`src/sv/tfc_pkg.sv`:
```
// Shared types, constants and sample arithmetic for the temporal flicker clamp.
package tfc_pkg;

   localparam int SAMPLE_BITS = 8;
   localparam int CSR_ADDR_BITS = 1;
   localparam int CSR_DATA_BITS = 2;

   typedef logic [SAMPLE_BITS-1:0] sample_type;
   typedef logic [CSR_ADDR_BITS-1:0] csr_addr_type;
   typedef logic [CSR_DATA_BITS-1:0] csr_data_type;

   localparam csr_addr_type CSR_STRENGTH = csr_addr_type'(0);
   localparam csr_addr_type CSR_AGGRESSIVE = csr_addr_type'(1);

   localparam logic [1:0] STRENGTH_RESET = 2'd1;
   localparam sample_type SAMPLE_MAX = {SAMPLE_BITS{1'b1}};
   localparam sample_type SAMPLE_ONE = sample_type'(1);

   typedef struct packed {
      logic [1:0] strength;
      logic       aggressive;
   } cfg_type;

   typedef struct packed {
      sample_type d1;
      sample_type d2;
   } bound_type;

   function automatic sample_type umin(input sample_type a, input sample_type b);
      return (a < b) ? a : b;
   endfunction

   function automatic sample_type umax(input sample_type a, input sample_type b);
      return (a > b) ? a : b;
   endfunction

   function automatic sample_type sample_gap(input sample_type a, input sample_type b);
      return umax(a, b) - umin(a, b);
   endfunction

   function automatic sample_type sat_sub(input sample_type a, input sample_type b);
      return (a > b) ? a - b : '0;
   endfunction

   function automatic sample_type sat_add(input sample_type a, input sample_type b);
      logic [SAMPLE_BITS:0] sum;
      sum = {1'b0, a} + {1'b0, b};
      return sum[SAMPLE_BITS] ? SAMPLE_MAX : sum[SAMPLE_BITS-1:0];
   endfunction

   function automatic sample_type ravg(input sample_type a, input sample_type b);
      logic [SAMPLE_BITS:0] sum;
      sum = {1'b0, a} + {1'b0, b} + {{SAMPLE_BITS{1'b0}}, 1'b1};
      return sum[SAMPLE_BITS:1];
   endfunction

endpackage

```
`src/sv/tfc_bound.sv`:
```
// Motion bound: least neighbor distance, plain or split by sign.
module tfc_bound (
   input  tfc_pkg::cfg_type    cfg,
   input  tfc_pkg::sample_type cur,
   input  tfc_pkg::sample_type prev_mid,
   input  tfc_pkg::sample_type next_mid,
   input  tfc_pkg::sample_type prev_far,
   input  tfc_pkg::sample_type next_far,
   output tfc_pkg::bound_type  bound
);
   import tfc_pkg::*;

   sample_type diff_pm, diff_nm, diff_pf, diff_nf;
   sample_type plain_d;
   bound_type  signed_b;

   function automatic bound_type fold(input bound_type b, input sample_type nb,
                                      input sample_type c);
      bound_type r;
      sample_type d;
      d = sample_gap(nb, c);
      if (nb >= c) begin
         r.d1 = umin(d, b.d1);
         r.d2 = '0;
      end else begin
         r.d1 = '0;
         r.d2 = umin(d, b.d2);
      end
      return r;
   endfunction

   always_comb begin
      diff_pm = sample_gap(prev_mid, cur);
      diff_nm = sample_gap(next_mid, cur);
      diff_pf = sample_gap(prev_far, cur);
      diff_nf = sample_gap(next_far, cur);

      plain_d = diff_pm;
      if (cfg.strength > 2'd1) begin
         plain_d = umin(plain_d, diff_nm);
      end
      if (cfg.strength > 2'd2) begin
         plain_d = umin(umin(plain_d, diff_pf), diff_nf);
      end

      if (prev_mid >= cur) begin
         signed_b.d1 = diff_pm;
         signed_b.d2 = '0;
      end else begin
         signed_b.d1 = '0;
         signed_b.d2 = diff_pm;
      end
      if (cfg.strength > 2'd1) begin
         signed_b = fold(signed_b, next_mid, cur);
      end
      if (cfg.strength > 2'd2) begin
         signed_b = fold(signed_b, prev_far, cur);
         signed_b = fold(signed_b, next_far, cur);
      end

      if (cfg.aggressive) begin
         bound = signed_b;
      end else begin
         bound.d1 = plain_d;
         bound.d2 = plain_d;
      end
   end

endmodule

```
`src/sv/tfc_clamp.sv`:
```
// Temporal average clamped between the near-neighbor limits.
module tfc_clamp (
   input  tfc_pkg::bound_type  bound,
   input  tfc_pkg::sample_type cur,
   input  tfc_pkg::sample_type prev_near,
   input  tfc_pkg::sample_type next_near,
   output tfc_pkg::sample_type result
);
   import tfc_pkg::*;

   sample_type upper_lim, lower_lim, avg;

   always_comb begin
      upper_lim = umax(sat_sub(umin(prev_near, next_near), bound.d1), cur);
      lower_lim = umin(sat_add(umax(prev_near, next_near), bound.d2), cur);
      avg       = ravg(sat_sub(ravg(prev_near, next_near), SAMPLE_ONE), cur);
      result    = umin(umax(avg, lower_lim), upper_lim);
   end

endmodule

```
`src/sv/temporal_flicker_clamp_unit.sv`:
```
// Top level of the temporal flicker clamp: registers, handshake and datapath.
//
// Usage: each req_ beat carries one co-located pixel from the current frame and
// from up to three previous and three next frames; each rsp_ beat returns one
// flicker-reduced pixel, in the same order.
// The csr_ channel writes strength (index 0) and aggressive (index 1); it is
// always ready and must be written only while no pixel is in flight.
// A pixel accepted on req_ is captured in the input register, then moves to
// the result register, which drives rsp_. Throughput: one pixel per clock
// while the receiver does not stall; the whole per-pixel function sits in one
// combinational stage between the two registers.
// When the receiver stalls, the result register holds and the input register
// fills; req_ready drops only when both are full and rsp_ready is low, and it
// rises again in the cycle the stall clears.
// Reset (synchronous, active high) empties both stages and sets strength to 1
// and aggressive to 0.
module temporal_flicker_clamp_unit (
   input  logic                   clock,
   input  logic                   reset,
   input  logic                   req_valid,
   output logic                   req_ready,
   input  tfc_pkg::sample_type    req_cur_sample,
   input  tfc_pkg::sample_type    req_prev_near,
   input  tfc_pkg::sample_type    req_prev_mid,
   input  tfc_pkg::sample_type    req_prev_far,
   input  tfc_pkg::sample_type    req_next_near,
   input  tfc_pkg::sample_type    req_next_mid,
   input  tfc_pkg::sample_type    req_next_far,
   output logic                   rsp_valid,
   input  logic                   rsp_ready,
   output tfc_pkg::sample_type    rsp_out_sample,
   input  logic                   csr_valid,
   output logic                   csr_ready,
   input  tfc_pkg::csr_addr_type  csr_addr,
   input  tfc_pkg::csr_data_type  csr_wdata
);
   import tfc_pkg::*;

   cfg_type    cfg_ff, cfg_in;
   logic       s1_valid_ff, s1_valid_in;
   logic       rsp_valid_ff, rsp_valid_in;
   sample_type cur_ff, pn_ff, pm_ff, pf_ff, nn_ff, nm_ff, nf_ff;
   sample_type out_ff, out_in;
   bound_type  bound;
   logic       out_free, s1_move, req_take;

   assign csr_ready = 1'b1;

   always_comb begin
      cfg_in = cfg_ff;
      if (csr_valid && csr_ready) begin
         case (csr_addr)
            CSR_STRENGTH: begin
               cfg_in.strength = csr_wdata[1:0];
            end
            CSR_AGGRESSIVE: begin
               cfg_in.aggressive = csr_wdata[0];
            end
            default: begin
               cfg_in = cfg_ff;
            end
         endcase
      end
   end

   assign out_free  = !rsp_valid_ff || rsp_ready;
   assign s1_move   = s1_valid_ff && out_free;
   assign req_ready = !s1_valid_ff || out_free;
   assign req_take  = req_valid && req_ready;

   assign s1_valid_in  = req_take || (s1_valid_ff && !out_free);
   assign rsp_valid_in = s1_move || (rsp_valid_ff && !rsp_ready);

   always_ff @(posedge clock) begin
      if (reset) begin
         cfg_ff.strength   <= STRENGTH_RESET;
         cfg_ff.aggressive <= 1'b0;
         s1_valid_ff       <= 1'b0;
         rsp_valid_ff      <= 1'b0;
      end else begin
         cfg_ff       <= cfg_in;
         s1_valid_ff  <= s1_valid_in;
         rsp_valid_ff <= rsp_valid_in;
      end
   end

   always_ff @(posedge clock) begin
      if (req_take) begin
         cur_ff <= req_cur_sample;
         pn_ff  <= req_prev_near;
         pm_ff  <= req_prev_mid;
         pf_ff  <= req_prev_far;
         nn_ff  <= req_next_near;
         nm_ff  <= req_next_mid;
         nf_ff  <= req_next_far;
      end
      if (s1_move) begin
         out_ff <= out_in;
      end
   end

   tfc_bound u_bound (
      .cfg      (cfg_ff),
      .cur      (cur_ff),
      .prev_mid (pm_ff),
      .next_mid (nm_ff),
      .prev_far (pf_ff),
      .next_far (nf_ff),
      .bound    (bound)
   );

   tfc_clamp u_clamp (
      .bound     (bound),
      .cur       (cur_ff),
      .prev_near (pn_ff),
      .next_near (nn_ff),
      .result    (out_in)
   );

   assign rsp_valid      = rsp_valid_ff;
   assign rsp_out_sample = out_ff;

`ifndef SYNTHESIS
   a_reset_empty: assert property (@(posedge clock)
      reset |=> !s1_valid_ff && !rsp_valid_ff)
      else $error("pipeline not empty after reset");

   a_stall_only_full: assert property (@(posedge clock) disable iff (reset)
      !req_ready |-> s1_valid_ff && rsp_valid_ff && !rsp_ready)
      else $error("input refused while a stage is free");

   a_take_lands: assert property (@(posedge clock) disable iff (reset)
      req_valid && req_ready |=> s1_valid_ff)
      else $error("accepted beat not in input stage");

   a_move_lands: assert property (@(posedge clock) disable iff (reset)
      s1_move |=> rsp_valid_ff && out_ff == $past(out_in))
      else $error("result register missed a beat");

   a_result_in_range: assert property (@(posedge clock) disable iff (reset)
      s1_valid_ff |-> (out_in <= umax(cur_ff, umin(pn_ff, nn_ff)))
                      && (out_in >= umin(cur_ff, umax(pn_ff, nn_ff))))
      else $error("result outside clamp limits");
`endif

endmodule

```
`config.mk`:
```
export PLATFORM = sky130hd
export DESIGN_NAME = temporal_flicker_clamp_unit
export DESIGN_NICKNAME = d
export VERILOG_FILES = /design/src/sv/tfc_pkg.sv /design/src/sv/tfc_bound.sv /design/src/sv/tfc_clamp.sv /design/src/sv/temporal_flicker_clamp_unit.sv
export SDC_FILE = /design/constraint.sdc
export NUM_CORES = 1
export LEC_CHECK = 0
export BUFFER_PORTS_ARGS = -buffer_cell sky130_fd_sc_hd__buf_2
export CELL_PAD_IN_SITES_DETAIL_PLACEMENT = 1
export CELL_PAD_IN_SITES_GLOBAL_PLACEMENT = 2
export CORE_UTILIZATION = 39
export DETAILED_ROUTE_END_ITERATION = 10
export PLACE_DENSITY_LB_ADDON = 0.1
export SYNTH_ARGS = -nofsm -noshare
export SYNTH_HDL_FRONTEND = slang
export SYNTH_HIERARCHICAL = 1
export SYNTH_SLANG_ARGS = --single-unit
```
`constraint.sdc`:
```
create_clock -name clock -period 16.9 [get_ports clock]
set_clock_uncertainty 0.05 [all_clocks]
set_input_delay 1.69 -clock clock [delete_from_list [all_inputs] [get_ports clock]]
set_output_delay 1.69 -clock clock [all_outputs]
set_load 0.02 [all_outputs]
```
# Yosys cells after proc, flatten, opt, wreduce, memory -nomap -nowiden
# Cells that the tools add are included.
# Widths: inputs -> output; s select.
# word_totals
register_bits	69
wordCells	105
# classes
add_sub_neg	11
order_cmp	31
n_mux	36
bitwise	1
reduce_logical	14
# op_table
op	count
$mux 8	28
$lt 8x8->1	16
$mux 16	8
$gt 8x8->1	8
$sub 8x8->8	5
$ge 8x8->1	4
$add 8x8->9	3
$add 9x1->9 const B	2
$gt 8x1->1 const B	1
$sub 8x1->8 const B	1
$logic_and 1x1->1	4
$logic_not 1->1	4
$logic_or 1x1->1	4
$reduce_and 2->1	2
$gt 2x1->1 const B	1
$gt 2x2->1 const B	1
$not 1->1	1

# Longest topological paths before layout
# Gate-level depths: netlist of run 1.
# depth
ltp_word	25
depth_mapped	79

# Modules after synthesis
# The synthesis of run 1 kept the hierarchy.
# by_module_without_submodules
module	n_inst	cells_per_inst	area_each_um2	seq_area_each_um2
tfc_bound	1	790	5734.2	0.0
tfc_clamp	1	442	3125.5	0.0
temporal_flicker_clamp_unit	1	89	2162.1	2021.9

# Worst setup path before layout of run 1
# Ideal clock, no wire load.
# synth_path
kind	register to register
from	register cur_ff[7]
to	register out_ff[6], in the netlist rsp_out_sample[6], data pin
arrival_time_ps	14550
required_ps	16588
slack_ps	2037
path_stages_with_launch	73
period_less_slack_ps	14863
path_cell_list	edfxtp_1 > clkbuf_1 > inv_1 > ha_1 > a21oi_1 > o21ai_1 > o21ai_1 > mux2_2 > fa_1 > a21o_1 > a21oi_1 > o21bai_1 > a21oi_1 > xnor2_1 > nand2_1 > ha_1 > nand4_1 > a21oi_1 > [37 not listed] > ha_1 > a21oi_1 > o22ai_1 > o21ai_0 > a32oi_1 > clkbuf_1 > nand3b_1 > mux2_1 > o211a_1 > inv_1 > ha_1 > nand4_1 > nor2_1 > a211oi_1 > nand2_1 > a31o_1 > buf_4 > mux2_1
# synth_lines
item	line_no	text
start: declaration	temporal_flicker_clamp_unit.sv:42	sample_type cur_ff, pn_ff, pm_ff, pf_ff, nn_ff, nm_ff, nf_ff;
start signal: assignment	temporal_flicker_clamp_unit.sv:89	cur_ff <= req_cur_sample;
end signal: assignment	temporal_flicker_clamp_unit.sv:98	out_ff <= out_in;
end: declaration	temporal_flicker_clamp_unit.sv:43	sample_type out_ff, out_in;

==> impl_metrics.ini, run 1 <==
[setup_path]
worstPathArrival_ns = 15.98
critPathBufInv = 7
cpPeakStageDelay_ns = 0.62
crit_fanout = 10
reg2reg_to = rsp_out_sample[4]
crit_top_cell = ha_1
cp_top_family = compound AO/OA/AOI/OAI gates
critPathKind = reg2reg
reg2regPathDepth = 75
crit_required_ns = 16.92
startpoint_type = flop
reg2reg_from = cur_ff[1]
worstSetupEndpointType = flop
reg2reg_slack_ns = 0.94
slowest_stage = or4_1

[clock_tree]
clk_pin_slew_worst_paths_ns = 0.06
clockBufferDepth = 2
numCtsBuffers = 9
worstSkewPairLatency_ns = 0.34
cts_sinks = 69
cts_tree = yes
root_buffer = clkbuf_16
htree_levels = 3

[grt]
antenna_found_initial = 0
track_usage_pct = 26.9
gr-total-overflow = 0
grt_pass1_wl_mm = 59.3
grt_pass1_vias = 10500
grt_max_degree = 57

[yosys]
synth_edf_count = 64
netlist_top_cells_area = ha_1, edfxtp_1, a21oi_1
ys_async_sr_fraction_pct = 0
synthesis.nets = 1583
synthTopCellsByCount = ha_1, inv_1, nand2_1
synth-main-ff-cell = edfxtp_1
yosysTopAreaCell = ha_1
ys_types = 95
avgSynthCellArea_um2 = 8.34
synth_most_common_cell = ha_1
yosysTopAreaCellShare_pct = 21.6
synth_area_um2 = 11000
ys_ff_latch = 69
syn_inst = 1321
yosys_warnings = 6
ys_seq_area_share_pct = 18.3

[power_and_ir_drop]
power.density_nw_per_um2 = 229
p_leak_nw = 5.72
p_total_mw = 2.86
vdd_ir_drop_max_mv = 0.128

[placed_design]
dp_hpwl_mm = 32.0
post-place-ws_ns = 0.392
portBuffers = 73
placed_cell_area_um2 = 12000
place.gp.congestion = 0.926

[sta]
setup_ws_ns = 0.945
finalSetupTns_ns = 0
period_needed_ns = 15.96
finalSetupViolCount = 0
post-route-period-util_pct = 94.4
hold_viol_final = 0
slew_headroom_pct = 37.5
whs_ns = 0.455
fmax_ghz = 0.0627
worstMarginPinSlew_ns = 0.926
final_max_slew_viol_count = 0

[routing]
ant_nets = 0
dr_total_vias = 10400
drt_iter0_drc = 598
routedWlPerCell_um = 21.3
drt-vias-per-instance = 5.79
wl_mm = 38.3
drc = 0
firstDrtPassIters = 6

[final_layout]
syn_to_final_growth_pct = 13.1
nFillCells = 3375
diodes = 0
seq_area_um2 = 2020
layout-drive-gt1-share_pct = 15.2
finalNetCount = 1681
multi_input_area_um2 = 8540
final_area_um2 = 12500

[floorplanning]
die_area_um2 = 28900
num_rows = 61
die_width_um = 170
dieHeight_um = 170
io_pins = 75
core-area_um2 = 27800
start_util_pct = 39.7

[hold_path]
hold_path_depth = 2
holdPathEnd = rsp_valid
min_path_type = reg2reg
timing.hold.worst.start = s1_valid_ff

[job]
max_cap_viol_count = 0

[run_status]
status = completed
-- worst min-delay path, delay by kind of cell (launching register included) --
kind	cells	cell delay, ns
buffers and inverters	1	0.06
AO/OA/AOI/OAI	1	0.05
flip-flops	1	0.34
-- placed cells by master, fill, tap and decap left out, drive strengths merged, types with 8 or more instances in the layout --
cell,synthesis,final
ha,190,190
inv,117,119
nand2,112,112
buf,8,112
a21oi,104,104
nor2,103,103
o21ai,96,96
edfxtp,64,64
mux2i,50,50
a21o,41,41
nor2b,33,33
mux2,31,31
nor3,24,24
xnor2,23,23
nand3,22,22
nand2b,20,20
a211oi,20,20
xor2,19,19
nand4,18,18
o21a,16,16
o211ai,15,15
o21bai,11,11
and2,10,10
or2,10,10
clkbuf,17,9
o221ai,9,9
o31ai,9,9
fa,8,8
a31oi,8,8
-- cell type report --
class,count,area share [%]
multi-input cells,1110,68.5
flip-flops and latches,69,16.2
repair buffers,112,5.38
well taps,378,3.79
inverters,117,3.52
clock buffers,9,1.81
clock inverters,7,0.783
-- report_power, final --
| group | internal, mW | switching (mW) |
|---|---|---|
| clock | 0.130 | 0.0818 |
| sequential | 0.242 | 0.0107 |
| combinational | 0.982 | 1.41 |
-- repair_timing --
| action | in CTS | in global routing |
|---|---|---|
| gates resized for setup | 0 | 18 |
| hold buffers | 0 | 0 |
| setup buffers | 0 | 8 |
| setup endpoints to repair | 0 | 8 |
-- worst max path at each step --
stage | start | cells past startpoint | slack, ns | endpoint
after floorplan | cur_ff[7] | 72 | 2.04 | rsp_out_sample[6]
after global placement | cur_ff[1] | 71 | 0.66 | rsp_out_sample[6]
after detailed placement | cur_ff[1] | 72 | 0.39 | rsp_out_sample[4]
after CTS | cur_ff[1] | 72 | 0.31 | rsp_out_sample[4]
after global routing | cur_ff[1] | 75 | -0.13 | rsp_out_sample[4]
final | cur_ff[1] | 75 | 0.94 | rsp_out_sample[4]
-- registers in the layout (all words and copies together) (netlist names) --
| signal | count |
|---|---|
| s1_valid_ff | 1 |
| rsp_valid | 1 |
| nf_ff | 8 |
| rsp_out_sample | 8 |
| pn_ff | 8 |
| cfg_ff | 3 |
| nm_ff | 8 |
| cur_ff | 8 |
| pf_ff | 8 |
| nn_ff | 8 |
| pm_ff | 8 |
-- per-layer routing --
metal	part of all wire, %	track usage (%)	routed length [um]	vias up
met2	44	42.7	16800	239
met1	51	39.1	19400	5086
met5	0	0	0	-
li1	-	-	-	5086
met4	0.89	4.03	340	0
met3	4.6	3.42	1770	24
-- logic make-up after synthesis --
logic type	synth area share (%)
mux	7.71
fa+ha+maj	23.2
xor+xnor	3.34
buf+inv	4.96
simple gates	17.9
other cells	0.0340
flops	18.3
compound gates	24.5
-- stage by stage --
step | instances | utilization [%]
after global placement | 1778 | 43.1
after global routing | 1802 | 44.9
final | 1802 | 44.9
after floorplan | 1321 | -
after detailed placement | 1778 | 43.1
after CTS | 1794 | 44.3
(Power assumes the default switching activity.)
==> inputs of run 2 (changes only) <==
Settings changed: CORE_MARGIN from default to 1.5, RECOVER_POWER from default to 100.
==> run 2 against run 1 <==
The flow now finishes with violations (capacitance limit, slew limit). Sequential power barely moved. Wire length fell by 0.93%. Final cell count fell by 0.33%. Sequential cell count did not move. Die area rose by 1.2%. Global-route usage fell by 0.42 points. Sequential share of layout area rose by 0.25 points. Register-to-register slack barely moved. Via count fell by 0.52%.
==> impl_metrics.ini, run 2 (synthesized netlist as in run 1, its figures left out) <==
[clock_tree]
worstSkewPairLatency_ns = 0.35
cts_tree = yes
clockBufferDepth = 2
root_buffer = clkbuf_16
numCtsBuffers = 9
cts_sinks = 69
htree_levels = 3
postCtsSetupBuffers = 0
cts_hold_buf = 0
clk_pin_slew_worst_paths_ns = 0.08
cts_resized = 0

[job]
max_cap_viol_count = 1

[sta]
final_max_slew_viol_count = 57
worstMarginPinSlew_ns = 3.05
setup_ws_ns = 0.951
hold_viol_final = 0
fmax_ghz = 0.0627
post-route-period-util_pct = 94.4
finalSetupViolCount = 0
whs_ns = 0.410
finalSetupTns_ns = 0
period_needed_ns = 15.95
slew_headroom_pct = -103

[floorplanning]
start_util_pct = 39.7
dieHeight_um = 171
die_width_um = 171
num_rows = 61
core-area_um2 = 27800
io_pins = 75
die_area_um2 = 29300

[setup_path]
crit_required_ns = 16.93
worstSetupEndpointType = flop
critPathKind = reg2reg
crit_fanout = 13
cpPeakStageDelay_ns = 0.60
slowest_stage = or4_1
worstPathArrival_ns = 15.98
startpoint_type = flop

[placed_design]
dp.cells = 1780
dp_hpwl_mm = 32.1
portBuffers = 73
post-place-ws_ns = 0.791
placed_cell_area_um2 = 12000
place.gp.congestion = 0.893

[grt]
track_usage_pct = 26.4
grt_pass1_wl_mm = 59.0
antenna_found_initial = 0
gr-total-overflow = 0
grt_max_degree = 57
grt_pass1_vias = 10500

[power_and_ir_drop]
p_total_mw = 2.82
clock_power_share_pct = 6.5
power.density_nw_per_um2 = 230
pwr-share-comb_pct = 84.6
pwr-share-seq_pct = 9.0
p_leak_nw = 5.56
p_int_mw = 1.31
vdd_ir_drop_max_mv = 0.125
power_switching_mw = 1.51
p_sw_share_pct = 53.6

[final_layout]
diodes = 0
syn_to_final_growth_pct = 11.4
final_area_um2 = 12300
mostFrequentLayoutCells = ha_1, inv_1, nand2_1
layout-drive-gt1-share_pct = 13.3
final_common_cell = ha_1
final_util_pct = 44.2
finalNetCount = 1675
finalNonFillerCells = 1796

[routing]
dr_total_vias = 10400
ant_nets = 0
drt_iter0_drc = 630
drc = 0
wl_mm = 38.0
firstDrtPassIters = 5
routedWlPerCell_um = 21.1
drt-vias-per-instance = 5.78

[hold_path]
min_path_type = reg2reg

[run_status]
status = finished with violations
violations = capacitance limit, slew limit
## run 2: cell types whose count changed in the layout (fill, tap and decap cells not counted), moves of 2 or more
| cell | before | now |
|---|---|---|
| clkbuf_1 | 0 | 17 |
| buf_2 | 73 | 57 |
| buf_4 | 38 | 30 |
| clkinv_2 | 0 | 3 |
| xnor2_1 | 20 | 23 |
| xnor2_2 | 3 | 0 |
| bufinv_16 | 2 | 0 |
| clkbuf_2 | 0 | 2 |
| clkinvlp_4 | 1 | 3 |
| inv_6 | 2 | 0 |
## run 2: final timing paths
kind                       end  slack (ns)  cells after the start   startpoint
max          rsp_out_sample[3]        0.95                     72    cur_ff[6]
min                  rsp_valid        0.41                      2  s1_valid_ff
max reg2reg  rsp_out_sample[3]        0.95                     72    cur_ff[6]
min reg2reg          rsp_valid        0.41                      2  s1_valid_ff
## run 2: power by group through the flow
stage          sequential, mW  clock, mW  combinational, mW
3_3_place_gp            0.256          0               2.32
5_1_grt                 0.256      0.192               2.65
3_5_place_dp            0.257          0               2.36
6_report                0.254      0.182               2.38
2_1_floorplan           0.268          0               1.71
4_1_cts                 0.253      0.185               2.38
## run 2: routing by layer
| metal | global-route usage (%) | up-vias | wire length, um |
|---|---|---|---|
| li1 | - | 5070 | - |
| met1 | 39.1 | 5050 | 19600 |
| met2 | 41.3 | 236 | 16400 |
| met3 | 3.40 | 25 | 1630 |
| met4 | 4.50 | 0 | 340 |
| met5 | 0 | - | 0 |
## run 2: final cells by class
type	instances	area [um2]
Clock buffer	9	225
Clock inverter	7	42.5
Fill cell	3349	15500
Inverter	117	443
Multi-Input combinational cell	1110	8490
Sequential cell	69	2020
Tap cell	378	473
Timing Repair Buffer	106	584
## run 2: worst max-delay path: cells and delay by family (launching register included)
| family | cells | cell delay (ns) |
|---|---|---|
| buffers and inverters | 7 | 1.17 |
| adders and majority gates | 9 | 2.90 |
| DFF | 1 | 0.33 |
| xor gates and xnor gates | 2 | 0.57 |
| AOI/OAI and AO/OA | 26 | 4.46 |
| and+or+nand+nor | 23 | 4.58 |
| muxes | 5 | 1.60 |
==> inputs of run 3 (changes only) <==
Settings changed: ABC_AREA from default to 1, CORE_UTILIZATION 39 to 36.
==> run 3 against run 2 <==
The run still ends with capacitance limit, slew limit left. Final area shrank 4.2%. Via count shrank 0.21%. Core utilization shrank 4.3 points. First-iteration DRC count grew 1.6%. Sequential share of layout area grew 0.72 points. Critical path depth grew 6. Critical endpoint is now rsp_out_sample[0]. Highest routed layer unchanged.
==> impl_metrics.ini, run 3 <==
[final_layout]
final_util_pct = 39.9
mostFrequentLayoutCells = nand2_1, inv_1, ha_1
multi_input_area_um2 = 7750
finalNonFillerCells = 2035
seq_area_um2 = 2020
syn_to_final_growth_pct = 9.43
finalNetCount = 1902
diodes = 0
layout-drive-gt1-share_pct = 9.42
final_common_cell = nand2_1
nFillCells = 3903

[clock_tree]
clockBufferDepth = 2
numCtsBuffers = 9
cts_resized = 0
cts_tree = yes
clk_pin_slew_worst_paths_ns = 0.06
postCtsSetupBuffers = 0
root_buffer = clkbuf_16
htree_levels = 3
worstSkewPairLatency_ns = 0.36
cts_hold_buf = 0
cts_sinks = 69

[routing]
drt_iter0_drc = 640
ant_nets = 0
firstDrtPassIters = 5
routedWlPerCell_um = 17.3
dr_total_vias = 10400
wl_mm = 35.2
drc = 0
drt-vias-per-instance = 5.09

[grt]
antenna_found_initial = 0
grt_max_degree = 53
track_usage_pct = 23.6
grt_pass1_wl_mm = 56.2
gr-total-overflow = 0
grt_pass1_vias = 10500

[yosys]
synth.area.mux_share_pct = 0
yosysTopAreaCell = ha_1
ys_types = 49
synthesis.nets = 1841
yosysTopAreaCellShare_pct = 22.1
synth_top_family_by_area = simple AND/OR/NAND/NOR gates
yosys.area_share.simple_pct = 29.4
synth_xor_area_share_pct = 3.95
synth_area_um2 = 10700
netlist_top_cells_area = ha_1, edfxtp_1, nand2_1
ys_async_sr_fraction_pct = 0
synthAdderAreaFrac_pct = 23.6
ys_ff_latch = 69
synth_most_common_cell = nand2_1
synthTopCellsByCount = nand2_1, inv_1, ha_1
synth-main-ff-cell = edfxtp_1
yosys_warnings = 6
synth-compound-area-share_pct = 15.2
ys_seq_area_share_pct = 18.8
avgSynthCellArea_um2 = 6.81
synth_edf_count = 64
syn_inst = 1579

[floorplanning]
dieHeight_um = 176
start_util_pct = 36.5
core-area_um2 = 29500
die_width_um = 176
die_area_um2 = 30900
num_rows = 63
io_pins = 75

[sta]
worstMarginPinSlew_ns = 2.70
finalSetupViolCount = 0
rsz0062_at_grt = no
period_needed_ns = 15.22
final_max_slew_viol_count = 53
fmax_ghz = 0.0657
finalSetupTns_ns = 0
hold_viol_final = 0
slew_headroom_pct = -80.0
whs_ns = 0.417
post-route-period-util_pct = 90.1

[setup_path]
crit_fanout = 16
startpoint_type = flop
critPathKind = reg2reg
cpPeakStageDelay_ns = 0.73
slowest_stage = edfxtp_1
worstSetupEndpointType = flop
crit_top_cell = nand2_1
worstPathArrival_ns = 15.28
crit_required_ns = 16.96

[placed_design]
dp.cells = 2019
portBuffers = 73
place.gp.congestion = 0.873
dp_hpwl_mm = 29.9

[hold_path]
min_path_type = reg2reg

[run_status]
violations = capacitance limit, slew limit
status = finished with violations

[job]
max_cap_viol_count = 1
[run 3: cell count changes after synthesis, moves of 31 or more]
cell,change
nor2b_1,-31
mux2i_1,-50
inv_1,+100
a21o_1,-37
nand2_1,+298
nand3_1,+79
[run 3: metrics by stage]
step / setup slack (ns) / cell area (um2)
finish: 1.68 / 11800
global route: 0.0629 / 11800
detailed placement: 1.75 / 11500
floorplan: 4.48 / 10700
CTS: 1.69 / 11800
global placement: 2.05 / 11500
[run 3: path summary, 6_finish.rpt]
kind              startpoint           endpoint  slack [ns]  depth (start not counted)
setup reg to reg   cur_ff[7]  rsp_out_sample[0]        1.68                         78
hold / removal     cfg_ff[1]          cfg_ff[1]        0.42                          2
setup / recovery   cur_ff[7]  rsp_out_sample[0]        1.68                         78
hold reg to reg    cfg_ff[1]          cfg_ff[1]        0.42                          2
[run 3: cell type report]
class                   count  share of cell area, %
flip-flops and latches     69                   17.2
multi-input cells        1256                   65.9
well taps                 390                   4.15
clock inverters             7                  0.426
clock buffers               9                   1.91
repair buffers             77                   3.17
inverters                 227                   7.24
[run 3: cells by family (layout without fill, tap and decap cells)]
family | count (synthesis) | in the layout
compound gates | 292 | 292
other cells | 1 | 1
xor+xnor | 45 | 45
flops | 69 | 69
simple gates | 720 | 720
fa+ha+maj | 198 | 198
buf+inv | 254 | 320
[run 3: metal layers]
| metal | track usage [%] | up-vias | share of wire (%) |
|---|---|---|---|
| met3 | 2.99 | 24 | 3.5 |
| met1 | 34.1 | 4798 | 52 |
| met5 | 0 | - | 0 |
| met4 | 4.56 | 0 | 1.1 |
| met2 | 37.4 | 169 | 43 |
| li1 | - | 5368 | - |
[run 3: worst max-delay path: cells and delay by family (launching register included)]
kind,cells,cell delay [ns]
buffers and inverters,5,0.79
and+or+nand+nor,42,5.47
AOI/OAI and AO/OA,21,4.66
adders and majority gates,9,2.88
xor gates and xnor gates,1,0.36
DFF,1,0.73
Power of run 3 is left out: the tool's default activity adds up to more than one toggle a clock period on the data nets, which glitch-free logic cannot reach.
